===== src/hw/rtl/ccrp_pkg.sv =====
// ----------------------------------------------------------------------------
// ccrp_pkg
// Shared types, codes and schema tables for the certificate record parser.
// ----------------------------------------------------------------------------
`default_nettype none

package ccrp_pkg;

  localparam int unsigned MAX_ID_LEN_DEFAULT = 64;
  localparam int unsigned KEY_LEN            = 33;
  localparam int unsigned ARRAY_COUNT        = 8;
  localparam int unsigned QUEUE_DEPTH        = 4;
  localparam int unsigned QUEUE_AW           = $clog2(QUEUE_DEPTH);
  localparam int unsigned QUEUE_CW           = $clog2(QUEUE_DEPTH + 1);

  localparam logic [4:0] INFO_MASK   = 5'h1F;
  localparam logic [4:0] INFO_ONE    = 5'd24;
  localparam logic [4:0] INFO_EIGHT  = 5'd27;

  typedef enum logic [3:0] {
    STEP_ARRAY      = 4'd0,
    STEP_TYPE       = 4'd1,
    STEP_SERIAL     = 4'd2,
    STEP_SUBJ_HEAD  = 4'd3,
    STEP_SUBJ_BYTES = 4'd4,
    STEP_ISS_HEAD   = 4'd5,
    STEP_ISS_BYTES  = 4'd6,
    STEP_START      = 4'd7,
    STEP_DURATION   = 4'd8,
    STEP_USAGE      = 4'd9,
    STEP_KEY_HEAD   = 4'd10,
    STEP_KEY_BYTES  = 4'd11
  } step_t;

  typedef enum logic [1:0] {
    KIND_NUMERIC = 2'd0,
    KIND_STRING  = 2'd1,
    KIND_DONE    = 2'd2,
    KIND_ERROR   = 2'd3
  } kind_t;

  typedef enum logic [2:0] {
    ERR_NONE      = 3'd0,
    ERR_MAJOR     = 3'd1,
    ERR_COUNT     = 3'd2,
    ERR_RESERVED  = 3'd3,
    ERR_TRUNCATED = 3'd4,
    ERR_ID_LEN    = 3'd5,
    ERR_KEY_LEN   = 3'd6
  } err_t;

  localparam logic [2:0] MAJOR_UINT  = 3'd0;
  localparam logic [2:0] MAJOR_BYTES = 3'd2;
  localparam logic [2:0] MAJOR_ARRAY = 3'd4;
  localparam logic [2:0] MAJOR_OTHER = 3'd7;

  // One request as it leaves the front: an optional field or string result
  // followed by an optional completion or error result.
  typedef struct packed {
    logic        has_a;
    logic        a_string;
    logic [2:0]  a_field;
    logic [63:0] a_value;
    logic [7:0]  a_index;
    logic        has_b;
    logic        b_done;
    err_t        b_err;
  } entry_t;

  function automatic logic [2:0] major_for_step(input step_t step);
    case (step)
      STEP_ARRAY:                                 major_for_step = MAJOR_ARRAY;
      STEP_TYPE, STEP_SERIAL, STEP_START,
      STEP_DURATION, STEP_USAGE:                  major_for_step = MAJOR_UINT;
      STEP_SUBJ_HEAD, STEP_SUBJ_BYTES, STEP_ISS_HEAD,
      STEP_ISS_BYTES, STEP_KEY_HEAD, STEP_KEY_BYTES: major_for_step = MAJOR_BYTES;
      default:                                    major_for_step = MAJOR_OTHER;
    endcase
  endfunction

  function automatic logic [2:0] step_field(input step_t step);
    case (step)
      STEP_ARRAY, STEP_TYPE:          step_field = 3'd0;
      STEP_SERIAL:                    step_field = 3'd1;
      STEP_SUBJ_HEAD, STEP_SUBJ_BYTES: step_field = 3'd2;
      STEP_ISS_HEAD, STEP_ISS_BYTES:  step_field = 3'd3;
      STEP_START:                     step_field = 3'd4;
      STEP_DURATION:                  step_field = 3'd5;
      STEP_USAGE:                     step_field = 3'd6;
      STEP_KEY_HEAD, STEP_KEY_BYTES:  step_field = 3'd7;
      default:                        step_field = 3'd0;
    endcase
  endfunction

endpackage

`default_nettype wire


===== src/hw/rtl/ccrp_front.sv =====
// ----------------------------------------------------------------------------
// ccrp_front
// Byte-wise schema parser: tracks the record position, decodes CBOR heads
// and pushes one request per byte that yields results.
// ----------------------------------------------------------------------------
`default_nettype none

module ccrp_front #(
  parameter int unsigned MAX_ID_LEN = ccrp_pkg::MAX_ID_LEN_DEFAULT
) (
  input  wire logic            clk,
  input  wire logic            rst,
  input  wire logic            accept,
  input  wire logic [7:0]      data_byte,
  input  wire logic            frame_last,
  output ccrp_pkg::entry_t     entry,
  output logic                 push
);

  ccrp_pkg::step_t step, step_next;
  logic [3:0]  head_left, head_left_next;
  logic [63:0] accum, accum_next;
  logic [7:0]  str_left, str_left_next, str_dec;
  logic [7:0]  str_pos, str_pos_next;
  logic        skip, skip_next;

  logic        have;
  logic [63:0] value;
  logic        done;
  ccrp_pkg::err_t err;
  logic [2:0]  major;
  logic [4:0]  info;

  always_ff @(posedge clk) begin
    if (rst) begin
      step      <= ccrp_pkg::STEP_ARRAY;
      head_left <= '0;
      accum     <= '0;
      str_left  <= '0;
      str_pos   <= '0;
      skip      <= 1'b0;
    end else if (accept) begin
      step      <= step_next;
      head_left <= head_left_next;
      accum     <= accum_next;
      str_left  <= str_left_next;
      str_pos   <= str_pos_next;
      skip      <= skip_next;
    end
  end

  assign major   = data_byte[7:5];
  assign info    = data_byte[4:0] & ccrp_pkg::INFO_MASK;
  assign str_dec = (str_left != 8'd0) ? str_left - 8'd1 : 8'd0;

  always_comb begin
    step_next      = step;
    head_left_next = head_left;
    accum_next     = accum;
    str_left_next  = str_left;
    str_pos_next   = str_pos;
    skip_next      = skip;
    entry          = '0;
    entry.b_err    = ccrp_pkg::ERR_NONE;
    have           = 1'b0;
    value          = '0;
    done           = 1'b0;
    err            = ccrp_pkg::ERR_NONE;

    if (skip) begin
      if (frame_last) begin
        step_next      = ccrp_pkg::STEP_ARRAY;
        head_left_next = '0;
        accum_next     = '0;
        str_left_next  = '0;
        str_pos_next   = '0;
        skip_next      = 1'b0;
      end
    end else begin
      if (step == ccrp_pkg::STEP_SUBJ_BYTES || step == ccrp_pkg::STEP_ISS_BYTES ||
          step == ccrp_pkg::STEP_KEY_BYTES) begin
        entry.has_a    = 1'b1;
        entry.a_string = 1'b1;
        entry.a_field  = ccrp_pkg::step_field(step);
        entry.a_value  = {56'd0, data_byte};
        entry.a_index  = str_pos;
        str_pos_next   = str_pos + 8'd1;
        str_left_next  = str_dec;
        if (str_dec == 8'd0) begin
          if (step == ccrp_pkg::STEP_KEY_BYTES) begin
            done = 1'b1;
          end else begin
            step_next = ccrp_pkg::step_t'(step + 4'd1);
          end
        end
      end else begin
        if (head_left != 4'd0) begin
          accum_next     = {accum[55:0], data_byte};
          head_left_next = head_left - 4'd1;
          if (head_left == 4'd1) begin
            have  = 1'b1;
            value = {accum[55:0], data_byte};
          end
        end else if (major != ccrp_pkg::major_for_step(step)) begin
          err = ccrp_pkg::ERR_MAJOR;
        end else if (info < ccrp_pkg::INFO_ONE) begin
          have  = 1'b1;
          value = {59'd0, info};
        end else if (info <= ccrp_pkg::INFO_EIGHT) begin
          head_left_next = 4'd1 << info[1:0];
          accum_next     = '0;
        end else begin
          err = ccrp_pkg::ERR_RESERVED;
        end

        if (have) begin
          case (step)
            ccrp_pkg::STEP_ARRAY: begin
              if (value != 64'(ccrp_pkg::ARRAY_COUNT)) begin
                err = ccrp_pkg::ERR_COUNT;
              end else begin
                step_next = ccrp_pkg::STEP_TYPE;
              end
            end
            ccrp_pkg::STEP_TYPE, ccrp_pkg::STEP_USAGE: begin
              entry.has_a   = 1'b1;
              entry.a_field = ccrp_pkg::step_field(step);
              entry.a_value = {56'd0, value[7:0]};
              step_next     = ccrp_pkg::step_t'(step + 4'd1);
            end
            ccrp_pkg::STEP_SERIAL, ccrp_pkg::STEP_START, ccrp_pkg::STEP_DURATION: begin
              entry.has_a   = 1'b1;
              entry.a_field = ccrp_pkg::step_field(step);
              entry.a_value = value;
              step_next     = ccrp_pkg::step_t'(step + 4'd1);
            end
            ccrp_pkg::STEP_SUBJ_HEAD, ccrp_pkg::STEP_ISS_HEAD: begin
              if (value > 64'(MAX_ID_LEN)) begin
                err = ccrp_pkg::ERR_ID_LEN;
              end else if (value == 64'd0) begin
                step_next = ccrp_pkg::step_t'(step + 4'd2);
              end else begin
                str_left_next = value[7:0];
                str_pos_next  = '0;
                step_next     = ccrp_pkg::step_t'(step + 4'd1);
              end
            end
            ccrp_pkg::STEP_KEY_HEAD: begin
              if (value != 64'(ccrp_pkg::KEY_LEN)) begin
                err = ccrp_pkg::ERR_KEY_LEN;
              end else begin
                str_left_next = value[7:0];
                str_pos_next  = '0;
                step_next     = ccrp_pkg::STEP_KEY_BYTES;
              end
            end
            default: begin
              err = ccrp_pkg::ERR_MAJOR;
            end
          endcase
        end
      end

      if (!done && err == ccrp_pkg::ERR_NONE && frame_last) begin
        err = ccrp_pkg::ERR_TRUNCATED;
      end
      if (err != ccrp_pkg::ERR_NONE) begin
        entry.has_b = 1'b1;
        entry.b_err = err;
      end else if (done) begin
        entry.has_b  = 1'b1;
        entry.b_done = 1'b1;
      end

      if (err != ccrp_pkg::ERR_NONE || done) begin
        if (frame_last) begin
          step_next      = ccrp_pkg::STEP_ARRAY;
          head_left_next = '0;
          accum_next     = '0;
          str_left_next  = '0;
          str_pos_next   = '0;
          skip_next      = 1'b0;
        end else begin
          skip_next = 1'b1;
        end
      end
    end
  end

  assign push = accept && (entry.has_a || entry.has_b);

endmodule

`default_nettype wire


===== src/hw/rtl/ccrp_queue.sv =====
// ----------------------------------------------------------------------------
// ccrp_queue
// Short request queue between the parser front and the result back.
// ----------------------------------------------------------------------------
`default_nettype none

module ccrp_queue (
  input  wire logic              clk,
  input  wire logic              rst,
  input  wire logic              push,
  input  wire ccrp_pkg::entry_t  push_entry,
  input  wire logic              pop,
  output ccrp_pkg::entry_t       head,
  output logic                   full,
  output logic                   empty
);

  ccrp_pkg::entry_t slots [ccrp_pkg::QUEUE_DEPTH];
  logic [ccrp_pkg::QUEUE_AW-1:0] wr_ptr, rd_ptr;
  logic [ccrp_pkg::QUEUE_CW-1:0] count;

  always_ff @(posedge clk) begin
    if (push) begin
      slots[wr_ptr] <= push_entry;
    end
  end

  always_ff @(posedge clk) begin
    if (rst) begin
      wr_ptr <= '0;
      rd_ptr <= '0;
      count  <= '0;
    end else begin
      if (push) begin
        wr_ptr <= (wr_ptr == ccrp_pkg::QUEUE_AW'(ccrp_pkg::QUEUE_DEPTH - 1)) ?
                  '0 : wr_ptr + 1'b1;
      end
      if (pop) begin
        rd_ptr <= (rd_ptr == ccrp_pkg::QUEUE_AW'(ccrp_pkg::QUEUE_DEPTH - 1)) ?
                  '0 : rd_ptr + 1'b1;
      end
      if (push && !pop) begin
        count <= count + 1'b1;
      end else if (pop && !push) begin
        count <= count - 1'b1;
      end
    end
  end

  assign head  = slots[rd_ptr];
  assign full  = (count == ccrp_pkg::QUEUE_CW'(ccrp_pkg::QUEUE_DEPTH));
  assign empty = (count == '0);

endmodule

`default_nettype wire


===== src/hw/rtl/ccrp_back.sv =====
// ----------------------------------------------------------------------------
// ccrp_back
// Result sequencer: splits each request into one or two result items and
// holds them in the output register until taken.
// ----------------------------------------------------------------------------
`default_nettype none

module ccrp_back (
  input  wire logic              clk,
  input  wire logic              rst,
  input  wire ccrp_pkg::entry_t  head,
  input  wire logic              empty,
  output logic                   pop,
  output logic                   item_valid,
  input  wire logic              item_stall,
  output logic [1:0]             item_kind,
  output logic [2:0]             field_id,
  output logic [63:0]            field_value,
  output logic [7:0]             string_index,
  output logic [2:0]             error_code,
  output logic                   run_last
);

  logic             load;
  logic             pend_b;
  logic             pend_done;
  ccrp_pkg::err_t   pend_err;

  assign load = !item_valid || !item_stall;
  assign pop  = load && !pend_b && !empty;

  always_ff @(posedge clk) begin
    if (rst) begin
      item_valid <= 1'b0;
      pend_b     <= 1'b0;
    end else if (load) begin
      if (pend_b) begin
        item_valid <= 1'b1;
        pend_b     <= 1'b0;
      end else if (!empty) begin
        item_valid <= 1'b1;
        pend_b     <= head.has_a && head.has_b;
      end else begin
        item_valid <= 1'b0;
      end
    end
  end

  always_ff @(posedge clk) begin
    if (load) begin
      if (pend_b) begin
        item_kind    <= pend_done ? ccrp_pkg::KIND_DONE : ccrp_pkg::KIND_ERROR;
        field_id     <= '0;
        field_value  <= '0;
        string_index <= '0;
        error_code   <= pend_err;
        run_last     <= 1'b1;
      end else if (!empty) begin
        pend_done <= head.b_done;
        pend_err  <= head.b_err;
        if (head.has_a) begin
          item_kind    <= head.a_string ? ccrp_pkg::KIND_STRING : ccrp_pkg::KIND_NUMERIC;
          field_id     <= head.a_field;
          field_value  <= head.a_value;
          string_index <= head.a_index;
          error_code   <= ccrp_pkg::ERR_NONE;
          run_last     <= !head.has_b;
        end else begin
          item_kind    <= head.b_done ? ccrp_pkg::KIND_DONE : ccrp_pkg::KIND_ERROR;
          field_id     <= '0;
          field_value  <= '0;
          string_index <= '0;
          error_code   <= head.b_err;
          run_last     <= 1'b1;
        end
      end
    end
  end

endmodule

`default_nettype wire


===== src/hw/rtl/cbor_cert_record_parser_core.sv =====
// ----------------------------------------------------------------------------
// cbor_cert_record_parser_core
// Fixed-schema CBOR certificate record parser, one input byte per request.
//
//   channel  valid       stall       payload
//   bytes    byte_valid  byte_stall  data_byte, frame_last
//   items    item_valid  item_stall  item_kind, field_id, field_value,
//                                    string_index, error_code, run_last
//
// Input bytes are taken one per cycle while the request queue has room.
// A byte yields zero, one or two items; the back emits one item per cycle
// while item_stall is low, and a byte with two items gives the field or
// string item first. A byte is written to a queue slot, then the output register.
// Reset is synchronous and needs no sweep; the core takes bytes right after.
// byte_stall rises only when the queue is full.
// ----------------------------------------------------------------------------
`default_nettype none

module cbor_cert_record_parser_core #(
  parameter int unsigned MAX_ID_LEN = ccrp_pkg::MAX_ID_LEN_DEFAULT
) (
  input  wire logic        clk,
  input  wire logic        rst,
  input  wire logic        byte_valid,
  output logic             byte_stall,
  input  wire logic [7:0]  data_byte,
  input  wire logic        frame_last,
  output logic             item_valid,
  input  wire logic        item_stall,
  output logic [1:0]       item_kind,
  output logic [2:0]       field_id,
  output logic [63:0]      field_value,
  output logic [7:0]       string_index,
  output logic [2:0]       error_code,
  output logic             run_last
);

  logic             accept;
  logic             push;
  logic             pop;
  logic             full;
  logic             empty;
  ccrp_pkg::entry_t push_entry;
  ccrp_pkg::entry_t head;

  assign byte_stall = full;
  assign accept     = byte_valid && !full;

  ccrp_front #(
    .MAX_ID_LEN (MAX_ID_LEN)
  ) u_front (
    .clk        (clk),
    .rst        (rst),
    .accept     (accept),
    .data_byte  (data_byte),
    .frame_last (frame_last),
    .entry      (push_entry),
    .push       (push)
  );

  ccrp_queue u_queue (
    .clk        (clk),
    .rst        (rst),
    .push       (push),
    .push_entry (push_entry),
    .pop        (pop),
    .head       (head),
    .full       (full),
    .empty      (empty)
  );

  ccrp_back u_back (
    .clk          (clk),
    .rst          (rst),
    .head         (head),
    .empty        (empty),
    .pop          (pop),
    .item_valid   (item_valid),
    .item_stall   (item_stall),
    .item_kind    (item_kind),
    .field_id     (field_id),
    .field_value  (field_value),
    .string_index (string_index),
    .error_code   (error_code),
    .run_last     (run_last)
  );

endmodule

`default_nettype wire

===== config.mk =====
export PLATFORM = sky130hd
export DESIGN_NAME = cbor_cert_record_parser_core
export DESIGN_NICKNAME = d
export VERILOG_FILES = /design/src/hw/rtl/ccrp_pkg.sv /design/src/hw/rtl/ccrp_front.sv /design/src/hw/rtl/ccrp_queue.sv /design/src/hw/rtl/ccrp_back.sv /design/src/hw/rtl/cbor_cert_record_parser_core.sv
export SDC_FILE = /design/constraint.sdc
export NUM_CORES = 1
export LEC_CHECK = 0
export BUFFER_PORTS_ARGS = -buffer_cell sky130_fd_sc_hd__buf_2
export CAP_MARGIN = 20
export CORE_MARGIN = 2
export CORE_UTILIZATION = 25
export DETAILED_ROUTE_END_ITERATION = 12
export GPL_ROUTABILITY_DRIVEN = 0
export PLACE_DENSITY = 0.43
export RECOVER_POWER = 50
export SLEW_MARGIN = 20
export SYNTH_ARGS = -nofsm -noshare
export SYNTH_HDL_FRONTEND = slang
export SYNTH_SLANG_ARGS = --single-unit
export TNS_END_PERCENT = 50

===== constraint.sdc =====
create_clock -name clk -period 6.73 [get_ports clk]
set_clock_uncertainty 0.15 [all_clocks]
set_input_delay 1.6825 -clock clk [delete_from_list [all_inputs] [get_ports clk]]
set_output_delay 1.6825 -clock clk [all_outputs]
set_load 0.01 [all_outputs]

---- Yosys cells after proc, flatten, opt, wreduce, memory -nomap -nowiden ----
Memories as Yosys holds them, arrays and structs flattened. A register that Yosys moved wholly into a read port is not among the register bits.
Index checks and enable logic that the tools add are counted.
operators by class
  add/sub/neg operators ................... 9
  $lt $le $gt $ge ......................... 3
  eq/ne operators ......................... 20
  shift operators ......................... 1
  multiplexer cells ....................... 135
  bitwise logic cells ..................... 2
  reduce and logical (&&, ||, !) cells .... 39
operators with widths
  operator             number
  $mux 64              16
  $mux 8               21
  $mux 67              2
  $pmux 67 s2          1
  $mux 4               28
  $mux 82              1
  $mux 3               22
  $gt 64x7->1 const B  1
  $logic_not 64->1     1
  $ne 64x4->1 const B  1
  $ne 64x6->1 const B  1
  $pmux 8 s2           2
  $mux 1               30
  $mux 2               9
  $eq 4x3->1 const B   4
  $eq 4x4->1 const B   4
  $pmux 4 s4           1
  $pmux 3 s4           1
  $logic_and 1x1->1    9
  $logic_not 1->1      9
  $add 8x1->8 const B  1
  $eq 4x1->1 const B   2
  $eq 4x2->1 const B   2
  $logic_not 8->1      1
  other kinds (28)     39
word-level totals
  bits in registers ....................... 183
  bits in writable memories ............... 328
  bits in read-only memories .............. 192
  output and inout port bits .............. 83
  memories kept ........................... 5
memory list
  name             depth  width  rd ports  clocked after memory_dff  write ports  RTL line          source
  u_queue.slots    4      82     1         1                         1            ccrp_queue.sv:18  ccrp_pkg::entry_t slots [ccrp_pkg::QUEUE_DEPTH];
  (no name shown)  16     3      1         1                         0            ccrp_pkg.sv:82    case (step)
  (no name shown)  16     3      1         1                         0            ccrp_pkg.sv:71    case (step)
  (no name shown)  16     3      1         1                         0            ccrp_pkg.sv:82
  (no name shown)  16     3      1         1                         0            ccrp_pkg.sv:82

---- Logic depth before layout (Yosys ltp) ----
Gate-level depths: netlist (run 1).
  word-level depth ........................ 30
  depth in mapped cells ................... 17
  mapped depth without buffers ............ 16

---- Modules after synthesis ----
From an unflattened synthesis (run 1), not the netlist that was laid out.
second synthesis, totals
  cells, all modules ...................... 1350
  area, all modules ....................... 20951.3 um2
by module, submodules not included
  module                        instances  cells an instance  area each (um2)
  ccrp_queue                    1          472                12355.6
  ccrp_front                    1          683                5317.6
  ccrp_back                     1          194                3264.4
  cbor_cert_record_parser_core  1          1                  13.8

---- Least setup slack after synthesis (run 1) ----
OpenSTA, ideal clock, no wires.
  path kind ............................... in2reg
  from .................................... in item_stall
  to ...................................... reg u_back.error_code[0] (enable)
  setup time .............................. 547 ps
  arrival time ............................ 5624 ps
  required time ........................... 6033 ps
  slack ................................... 409 ps
  stages on the path ...................... 1
  cell sequence ........................... a21oi_1
on the way
  longest elaborated chain between the ends .. 3
ends and longest elaborated chain
  what                               RTL line                            source
  from (decl)                        cbor_cert_record_parser_core.sv:29  input wire logic item_stall,
  $logic_not 1->1                    ccrp_back.sv:29                     assign load = !item_valid || !item_stall;
  $logic_or 1x1->1                   ccrp_back.sv:29
  $reduce_and 2->1 (no source line)  --
  to (signal assigned)               ccrp_back.sv:56                     error_code <= pend_err;
  to (signal assigned)               ccrp_back.sv:66                     error_code <= ccrp_pkg::ERR_NONE;
  to (signal assigned)               ccrp_back.sv:73                     error_code <= head.b_err;
  to (decl)                          ccrp_back.sv:20                     output logic [2:0] error_code,
No other way between the ends.
A chain may end at the register's enable or synchronous reset.

==> run metrics, run 1 <==
multi-input logic area 6070 sq um; ratio of cells with drive above 1 in the final layout 14.9%; fin crit period 5.47 ns; ANT nets after route 0; Post-Syn Nets 1,394; critical path fanouts, max 10; core area 82,200 sq um; worst path bufs/invs 4; antenna violations before repair 7; Mapped Area 20,800 sq um; Total GRT Usage 12.0%; largest net degree at the start of global routing 59; area leader, netlist edfxtp_1; Die Y 292 um; ys flop type edfxtp_1; Layout area overhead 17.0%; top cells by area, synth edfxtp_1 60%, dfxtp_1 9.4%, mux4_2 8.8%; Hold Startpoint u_front.str_pos[7]$_SDFFE_PP0P_; Starting Density 25.3%; status finished with violations; CP top delay family compound AO/OA/AOI/OAI gates; root buf cell clkbuf_16; count leader, synth edfxtp_1; number of synthesized flops with an enable pin 413; drt pass-1 iters 5; Critical-path top delay cell o21ai_0; total negative slack 0 ns; # fillers 8,223; Max-Cap Viols 6; violated checks max-capacitance violations, max-slew violations; slowest stage delay, CP 0.56 ns; critical path class in -> reg; Final period util 81.3%; post-cts sizing count 0; flops & latches, synth 511; count of cell types in the netlist 77; final setup margin 1.26 ns; slew margin rel. -168%; Layout Utilization 29.6%; peak supply drop 194 uV; CTS tree done; HP Class reg -> reg; CP Data Arrival Time 5.82 ns; cts bufs inserted 58; Finished Cell Area 24,300 sq um; area fraction of the dominant cell type after synthesis 59.6%; Vias 11,989; Boundary Pins 96; crit-path cells clkbuf_1 -> xor2_1 -> or3_1 -> o21ai_0 -> nand2_1 -> a21oi_1 -> clkbuf_1 -> inv_1 -> a41oi_2 -> ha_1 -> inv_1 -> fa_1 -> xor2_1 -> or3_1 -> a21oi_1; RSZ-0062 raised after global routing false; Worst-path clk slew 0.06 ns; mean post-synth cell area 15.3 sq um; drt drc 0; most common library cells after synthesis 413 x edfxtp_1, 108 x nor2_1, 98 x dfxtp_1, 81 x mux4_2, 81 x nor2b_1; Hold Path End u_front.str_pos[7]$_SDFFE_PP0P_; cell count of the worst reg-to-reg path 6; vias per cell 4.64; sequential share of the synthesized area 69.1%; H-tree Lvls 2; Initial DRC Count 941; Hold Vio Cnt, Final 0; register area 14,400 sq um; WL/cell 20.1 um; Sink Count 511; Post-Route WL 52,000 um; post-placement cell area 22,600 sq um; total of warnings raised by yosys 0; Final HPWL DP 33,200 um; reg-to-reg setup timing slack 1.62 ns; asr flop ratio synth 0%; LEAKAGE 7.64 nW; die width 292 um; Pwr per Cell Area 378 nW/um^2; first-pass GRT wire length 78,900 um; final net count 1,496; vias in the first global route 12,324; crit path launch type input port; Setup crit end kind flop; worst hold path stage count 2; Worst-Skew Late Latency 0.61 ns; setup bufs post-CTS 0; CTS Hold Buffers Added 0; final slew viol count 235; Post-Synthesis Cells 1,359; Die Area 85,500 sq um; grt total ovfl 0; I/O Buffers 95; Final Setup Violations 0; num rows 105; setup slack at placement 1.12 ns; Max Freq 0.183 GHz; worst r2r dst u_back.run_last$_SDFFCE_PP1P_; Longest Clk Path Bufs 3; Slew @ Worst Pin 4.02 ns; WHS 0.342 ns; data required time of the worst path 7.08 ns
-- worst max-delay path by stage --
stage	start	endpoint	slack (ns)	cells past startpoint
6_report	data_byte[5]	u_queue.count[2]$_SDFFE_PP0P_	1.26	15
5_1_grt	flop	u_back.run_last$_SDFFCE_PP1P_	0.75	6
4_1_cts	data_byte[5]	u_queue.slots[1][12]$_DFFE_PP_	1.76	11
3_5_place_dp	data_byte[5]	u_queue.slots[0][70]$_DFFE_PP_	1.12	11
3_3_place_gp	data_byte[5]	u_queue.count[2]$_SDFFE_PP0P_	1.17	15
2_1_floorplan	item_stall	u_back.error_code[0]$_DFFE_PP_	0.41	1
-- cells by family after synthesis --
kind of cell               share of synthesized area (%)
AOI/OAI and AO/OA                                   7.30
xor gates and xnor gates                           0.505
adders and majority gates                           1.36
buffers and inverters                               1.87
DFF                                                 69.1
muxes                                               9.22
and+or+nand+nor                                     10.7
-- worst min-delay path, delay by kind of cell (launching register included) --
family / cells / cell delay (ns)
flops: 1 / 0.31
compound gates: 2 / 0.13
-- flip-flops by register name, summed over array words and instances, names as in the netlist, 2 cells and up, named ones only --
| signal | cells |
|---|---|
| u_back.field_id | 3 |
| u_queue.wr_ptr | 2 |
| u_front.str_left | 8 |
| u_back.string_index | 8 |
| u_front.str_pos | 8 |
| u_back.item_kind | 2 |
| u_front.accum | 56 |
| u_front.step | 4 |
| u_front.head_left | 4 |
| u_back.pend_err | 3 |
| u_queue.count | 3 |
| u_queue.rd_ptr | 2 |
| u_back.field_value | 64 |
| u_back.error_code | 3 |
| u_queue.slots | 328 |
-- layer usage --
layer	vias to the layer above	routed length, um	GRT usage, %
li1	5470	-	-
met1	6145	22700	15.6
met2	267	25700	20.5
met3	99	2330	2.44
met4	8	1180	3.15
met5	-	41	0
-- final cells by class --
type | instances | share of cell area, %
diodes | 2 | 0.0206
clock inverters | 31 | 1.21
repair buffers | 121 | 2.44
inverters | 20 | 0.308
clock buffers | 78 | 6.52
flip-flops and latches | 511 | 59.1
multi-input cells | 749 | 24.9
well taps | 1070 | 5.50
-- where the power goes --
part | internal (W) | switching (W) | leakage (nW)
sequential | 0.00407 | 0.000187 | 4.57
combinational | 0.000702 | 0.00112 | 2.15
clock | 0.00185 | 0.00127 | 0.923
-- layout by cell type, fill, tap and decap left out, types with 6 or more instances in the layout --
master	n
o21a_1	6
clkbuf_1	106
nand3_1	15
nor2b_1	81
a22oi_1	61
buf_2	11
ha_1	21
clkinv_2	11
nor2_1	107
clkbuf_16	59
a21oi_1	33
xor2_1	9
and2_0	69
mux4_2	81
nand2b_1	9
or3_1	7
nor4_1	19
o31ai_1	7
edfxtp_1	413
nor3_1	19
clkinv_1	9
buf_4	14
nand4_1	7
dfxtp_1	96
mux2i_1	6
a21o_1	7
o21ai_0	33
nand2_1	38
and3_1	6
a31oi_1	12
inv_1	20
-- through the flow --
stage	instances	total power, W
after floorplan	1359	0.00551
after global placement	2470	0.00629
after detailed placement	2471	0.00630
after CTS	2580	0.00947
after global routing	2582	0.00968
final	2582	0.00920
Power figures use the tool's default switching activity.
==> inputs of run 2 (changes only) <==
- clock period: 6.73 -> 5.4 ns (I/O delays scaled with it)
==> run 2 against run 1 <==
Compared with the run above: the flow still finishes with violations (max-capacitance violations, max-slew violations); hold slack hardly changed; clock-buffer cell count down 8; cell area grew 0.98%; via count decreased by 0.78%; non-clock buffer count is 4 higher; first-iteration DRC count grew 4.7%; critical path depth unchanged; critical endpoint unchanged; largest power group unchanged; highest routed layer unchanged.
==> run metrics, run 2 (same netlist as run 1, synthesis figures left out) <==
critical path fanouts, max 6; I/O Buffers 95; Sink Count 511; num rows 105; largest net degree at the start of global routing 82; Vias 11,896; Starting Density 25.3%; Total GRT Usage 11.8%; Layout area overhead 18.2%; post-placement cell area 22,700 sq um; antenna violations before repair 4; critical path class in -> reg; Critical-path top delay cell o21ai_0; final net count 1,500; Final HPWL DP 32,600 um; ratio of cells with drive above 1 in the final layout 15.4%; busiest layer in global routing met2; Setup crit end kind flop; ANT nets after route 0; GRT met2 Usage 19.8%; Max-Cap Viols 6; root buf cell clkbuf_16; final slew viol count 347; H-tree Lvls 2; LEAKAGE 7.67 nW; vias per cell 4.60; Slew @ Worst Pin 2.34 ns; first-pass GRT wire length 77,700 um; core area 82,200 sq um; Boundary Pins 96; slowest stage delay, CP 0.59 ns; crit path launch type input port; total negative slack 0 ns; max reg flops 328; crit-path cells clkbuf_1 -> xor2_1 -> or3_1 -> o21ai_0 -> a21o_1 -> o31ai_1 -> a21oi_1 -> nor3_1 -> a41oi_2 -> ha_1 -> inv_1 -> fa_1 -> xor2_1 -> or3_1 -> a21oi_1; status finished with violations; met3 GRT Util 2.24%; Longest Clk Path Bufs 3; die width 292 um; Post-Route WL 51,200 um; RSZ-0062 raised after global routing false; HP Class reg -> reg; drt pass-1 iters 6; grt total ovfl 0; fin crit period 4.72 ns; vias in the first global route 12,328; WHS 0.341 ns; data required time of the worst path 5.75 ns; most common cell after layout, fill and taps aside edfxtp_1; setup bufs post-CTS 0; slew margin rel. -56.0%; Hold Vio Cnt, Final 0; peak supply drop 311 uV; violated checks max-capacitance violations, max-slew violations; Reg with most FFs u_queue.slots; CTS Hold Buffers Added 0; drt drc 0; cts bufs inserted 58; Final Setup Violations 0; Finished Cell Area 24,600 sq um; Worst-path clk slew 0.06 ns; post-cts sizing count 0; Top Registers u_queue.slots (328), u_back.field_value (64), u_front.accum (56); Die Y 292 um; grt met1 use 15.4%; commonest non-fill, non-tap cells in the layout 413 x edfxtp_1, 107 x nor2_1, 98 x clkbuf_1; Initial DRC Count 985; Worst-Skew Late Latency 0.64 ns; Final period util 87.5%; WL/cell 19.8 um; CP Data Arrival Time 5.08 ns; Max Freq 0.212 GHz; CTS tree done; Pwr per Cell Area 477 nW/um^2; Die Area 85,500 sq um
[run 2: critical path: cells and delay by family]
family,cells,cell delay [ns]
adder cells (fa/ha/maj),2,0.61
buffers and inverters,2,0.33
AND/OR/NAND/NOR,3,0.90
XOR/XNOR,2,0.33
AO/OA/AOI/OAI,6,1.54
[run 2: final timing paths]
check	startpoint	endpoint	slack, ns	cells past startpoint
hold reg to reg	u_front.str_pos[7]$_SDFFE_PP0P_	u_front.str_pos[7]$_SDFFE_PP0P_	0.34	2
hold / removal	u_front.str_pos[7]$_SDFFE_PP0P_	u_front.str_pos[7]$_SDFFE_PP0P_	0.34	2
setup / recovery	data_byte[6]	u_queue.count[2]$_SDFFE_PP0P_	0.68	15
setup reg to reg	u_front.step[0]$_SDFFE_PP0P_	u_queue.count[2]$_SDFFE_PP0P_	0.96	13
[run 2: routing by layer]
metal	wire length (um)	up-vias
met5	21	-
met4	1300	4
met2	24600	279
met1	22800	6055
met3	2460	78
li1	-	5480
[run 2: through the flow]
stage               worst slack (ns)  power, W  instances  util [%]
finish                         0.676    0.0117       2586      29.9
detailed placement             0.377   0.00791       2475      27.6
global placement               0.407   0.00789       2475      27.6
global route                   0.486    0.0124       2585      29.9
CTS                            0.967    0.0121       2585      30.1
floorplan                     -0.515   0.00686       1359         -
[run 2: cell type report]
class / instances / area [sq um]
Fill cell: 8251 / 57700
Sequential cell: 511 / 14400
Multi-Input combinational cell: 749 / 6090
Clock buffer: 70 / 1520
Tap cell: 1070 / 1340
Timing Repair Buffer: 125 / 703
Clock inverter: 40 / 484
Inverter: 20 / 75.1
Antenna cell: 1 / 2.50
[run 2: report_power, final]
| part | internal [W] | switching (W) |
|---|---|---|
| registers | 0.00509 | 0.000285 |
| clock network | 0.00244 | 0.00165 |
| logic | 0.000917 | 0.00135 |
